## src/rtl/assert_macros.svh

```systemverilog
// Assertion macros for the RTL that carries checks (the wake queue top level).
`ifndef ASSERT_MACROS_SVH
`define ASSERT_MACROS_SVH
`ifndef SYNTHESIS
`define OWQ_ASSERT_ALWAYS(lbl, expr, msg) \
  lbl: assert property (@(posedge clk) disable iff (rst) (expr)) else $error(msg);
`define OWQ_ASSERT_NEXT(lbl, ante, cons, msg) \
  lbl: assert property (@(posedge clk) disable iff (rst) (ante) |=> (cons)) else $error(msg);
`else
`define OWQ_ASSERT_ALWAYS(lbl, expr, msg)
`define OWQ_ASSERT_NEXT(lbl, ante, cons, msg)
`endif
`endif

```

## src/rtl/owq_pkg.sv

```systemverilog
// Types and codes shared by the wake queue top level and its cells.
`timescale 1ns / 1ps
package owq_pkg;

  localparam int ID_W   = 16;
  localparam int WAKE_W = 32;

  typedef enum logic [1:0] {
    ST_OK       = 2'd0,
    ST_FULL     = 2'd1,
    ST_EMPTY    = 2'd2,
    ST_NOTFOUND = 2'd3
  } owq_status_t;

  typedef enum logic {
    KIND_INSERT = 1'b0,
    KIND_REMOVE = 1'b1
  } owq_kind_t;

  typedef struct packed {
    logic [ID_W-1:0]   id;
    logic [WAKE_W-1:0] wake_time;
  } owq_entry_t;

  typedef struct packed {
    logic       cmp;
    logic       commit;
    owq_kind_t  kind;
    logic       mode;
    owq_entry_t req;
  } owq_ctrl_t;

endpackage

```

## src/rtl/owq_cell.sv

```systemverilog
// One queue slot: compares against the request and shifts with its neighbors.
`timescale 1ns / 1ps
module owq_cell (
  input  logic               clk,
  input  owq_pkg::owq_ctrl_t ctrl,
  input  logic               valid,
  input  owq_pkg::owq_entry_t left,
  input  owq_pkg::owq_entry_t right,
  input  logic               ahead_in,
  output logic               ahead_out,
  output owq_pkg::owq_entry_t entry
);

  logic hit;
  logic hit_next;

  always_comb begin
    if (ctrl.kind == owq_pkg::KIND_INSERT) begin
      hit_next = !valid || (ctrl.mode && (entry.wake_time > ctrl.req.wake_time));
    end else begin
      hit_next = valid && (entry.id == ctrl.req.id);
    end
  end

  assign ahead_out = ahead_in | hit;

  always_ff @(posedge clk) begin
    if (ctrl.cmp) begin
      hit <= hit_next;
    end
    if (ctrl.commit) begin
      if (ctrl.kind == owq_pkg::KIND_INSERT) begin
        if (ahead_in) begin
          entry <= left;
        end else if (hit) begin
          entry <= ctrl.req;
        end
      end else if (ahead_in || hit) begin
        entry <= right;
      end
    end
  end

endmodule

```

## config.mk

```make
export PLATFORM = sky130hd
export DESIGN_NAME = owq_cell
export DESIGN_NICKNAME = d
export VERILOG_FILES = /design/src/rtl/assert_macros.svh /design/src/rtl/owq_pkg.sv /design/src/rtl/owq_cell.sv
export SDC_FILE = /design/constraint.sdc
export NUM_CORES = 1
export LEC_CHECK = 0
export BUFFER_PORTS_ARGS = -buffer_cell sky130_fd_sc_hd__buf_2
export CORE_ASPECT_RATIO = 1.5
export CORE_UTILIZATION = 41
export CTS_CLUSTER_DIAMETER = 200
export CTS_CLUSTER_SIZE = 28
export DETAILED_ROUTE_END_ITERATION = 16
export GPL_TIMING_DRIVEN = 0
export PLACE_DENSITY = 0.82
export SKIP_CTS_REPAIR_TIMING = 1
export SYNTH_ARGS = -nofsm -noshare
export SYNTH_HDL_FRONTEND = slang
export SYNTH_SLANG_ARGS = --single-unit
```

## constraint.sdc

```tcl
create_clock -name clk -period 2.1 [get_ports clk]
set_input_delay 0.315 -clock clk [delete_from_list [all_inputs] [get_ports clk]]
set_output_delay 0.315 -clock clk [all_outputs]
set_load 0.03 [all_outputs]
```

==> impl_metrics.tcl <==
set metrics [dict create \
    crit_type "input port to register" \
    critPathCaptureType "register" \
    cp_top_family "simple AND/OR/NAND/NOR gates" \
    outcome "complete, no violations" \
    clk_latency_ns 0.29 \
    synth_flop_cell "edfxtp_1" \
    worst_ep_required_time_ns 2.01 \
    htreeDepth 2 \
    drv_cap 0 \
    place_area_um2 4620 \
    yosys.area.top_type "edfxtp_1" \
    die_w_um 77.4 \
    synth-async-reset-ratio 0 \
    synth.most_common_cell "nand2_1" \
    cts_buffer_depth 2 \
    final.setup_skew_ns 0.00986 \
    drcViolationCount 0 \
    coreArea_um2 8160 \
    drt_iter0_drc 122 \
    grtUsageTotal 0.232 \
    die_h_um 115 \
    synth_edf_count 49 \
    die_area_um2 8910 \
    first_pass_iters 4 \
    irDropWorstVdd_mv 0.479 \
    cp-start-kind "input port" \
    synth_cell_types 34 \
    finalHoldViolCount 0 \
    initial_core_util 0.429 \
    hp-class "input port to register" \
    grt_overflow 0 \
    drt-wirelength-per-cell_um 15.2 \
    syn_avg_cell_area_um2 9.94 \
    routabilityCongestion 0.790 \
    cts_root_buf "clkbuf_16" \
    grt_pass1_wl_um 15900 \
    vias 3400 \
    synth_nets 535 \
    slowest_delay_ns 0.91 \
    cts_tree "done" \
    rsz0062_at_grt "no" \
    whs_ns 0.222 \
    critPathSlowestCell "and2_2" \
    relSlewSlack 0.214 \
    synth_area_um2 3500 \
    dp_hpwl_um 8060 \
    grt_pass1_vias 3462 \
    grt_max_degree 49 \
    io_pins 200 \
    drv_slew 0 \
    drive_above_1_share 0.393 \
    clkSinkCount 49 \
    p_leak_nw 2.40 \
    critPathArrivalTime_ns 1.83 \
    setup_violations 0 \
    diodes 0 \
    ys_ff_latch 49 \
    route.final.wire_length_um 10100 \
    ant_nets 0 \
    critPathMaxFanout 48 \
    nNetsFinal 739 \
    io_buffers 197 \
    yosys.area.top_type_share 0.421 \
    ys_seq_area_frac 0.421 \
    critPathBufInv 2 \
    crit_chain "buf_2 -> buf_4 -> or2_1 -> and2_2" \
    timing.fmax_mhz 519 \
    synth.area.top_cells "edfxtp_1 (42%), mux2i_1 (14%), ha_1 (11%), o21ai_1 (7.0%), nand2_1 (5.8%)" \
    yosysWarnings 0 \
    fp-row-count 40 \
    finish.utilization 0.583 \
    powerDensity_nw_per_um2 583 \
    antenna_found_initial 0 \
    fin_area_um2 4750 \
    worst_pin_slew_ns 1.18 \
    syn2layout_area_growth_pct 35.9 \
    cts_buffers 5 \
    clk_pin_slew_worst_paths_ns 0.07 \
    finalCriticalPeriod_ns 1.93 \
    synth_commonest_cells "nand2_1 (54), edfxtp_1 (49), o21ai_1 (49)" \
    via_per_inst 5.15 \
    finalCritPeriodShare 0.917 \
    netlist_instances 352 \
]
cell type report:
class | count | area, um2
clock buffer | 5 | 125
sequential | 49 | 1470
multi-input combinational | 253 | 1830
clock inverter | 1 | 5.00
inverter | 33 | 124
fill | 725 | 3400
tap | 105 | 131
buffer | 17 | 81.3
timing repair buffer | 197 | 986
routing by layer:
| metal | GRT usage | vias up | part of all wire | routed length [um] |
|---|---|---|---|---|
| li1 | - | 1670 | - | - |
| met1 | 0.257 | 1560 | 0.40 | 4050 |
| met2 | 0.429 | 148 | 0.51 | 5180 |
| met3 | 0.0373 | 22 | 0.051 | 516 |
| met4 | 0.108 | 0 | 0.031 | 314 |
| met5 | 0 | - | 0 | 0 |
logic make-up after synthesis:
| group | Yosys count | synth area share |
|---|---|---|
| and+or+nand+nor | 79 | 0.106 |
| buffers and inverters | 50 | 0.0587 |
| muxes | 48 | 0.137 |
| adders and majority gates | 32 | 0.114 |
| AOI/OAI and AO/OA | 78 | 0.123 |
| xor gates and xnor gates | 16 | 0.0401 |
| DFF | 49 | 0.421 |
state kept, by name (all words and copies together) (netlist names):
register / count
hit: 1
entry: 48
report_power, final:
| part | leakage, nW | switching [mW] | total (mW) | internal, mW |
|---|---|---|---|---|
| Sequential | 0.473 | 0.0402 | 1.21 | 1.17 |
| Clock | 0.0655 | 0.342 | 0.768 | 0.427 |
| Combinational | 1.86 | 0.463 | 0.788 | 0.325 |
placed cells by master, fill, tap and decap left out, types with 2 or more instances in the layout:
master,netlist,layout
ha_1,32,32
o21ai_1,49,49
clkbuf_16,0,5
nand3_1,2,2
a21oi_1,15,15
nor2_1,3,3
nor3_1,2,2
a21o_1,2,2
buf_4,2,2
edfxtp_1,49,49
nand2_1,54,54
o21ai_0,4,4
buf_2,8,205
mux2i_1,48,48
clkbuf_1,7,7
xnor2_1,15,15
nand4_1,9,9
inv_1,33,33
path summary, 6_finish.rpt:
kind                            startpoint        end  slack, ns  cells past startpoint
worst max-delay path              ahead_in  entry[10]       0.17                      4
worst min-delay path              ctrl[51]        hit       0.22                      1
worst max register to register    entry[7]        hit       0.19                      6
worst min register to register   entry[31]        hit       0.85                      4
through the flow:
step	std cells	setup WS (ns)	power, mW	TNS [ns]
after CTS	660	-0.0388	2.80	-0.0388
after global placement	654	-0.121	1.99	-5.73
after global routing	660	0.0463	2.90	0
after floorplan	352	0.0799	1.71	0
after detailed placement	654	-0.155	2.02	-7.42
final	660	0.175	2.77	0
Power figures use the tool's default switching activity.
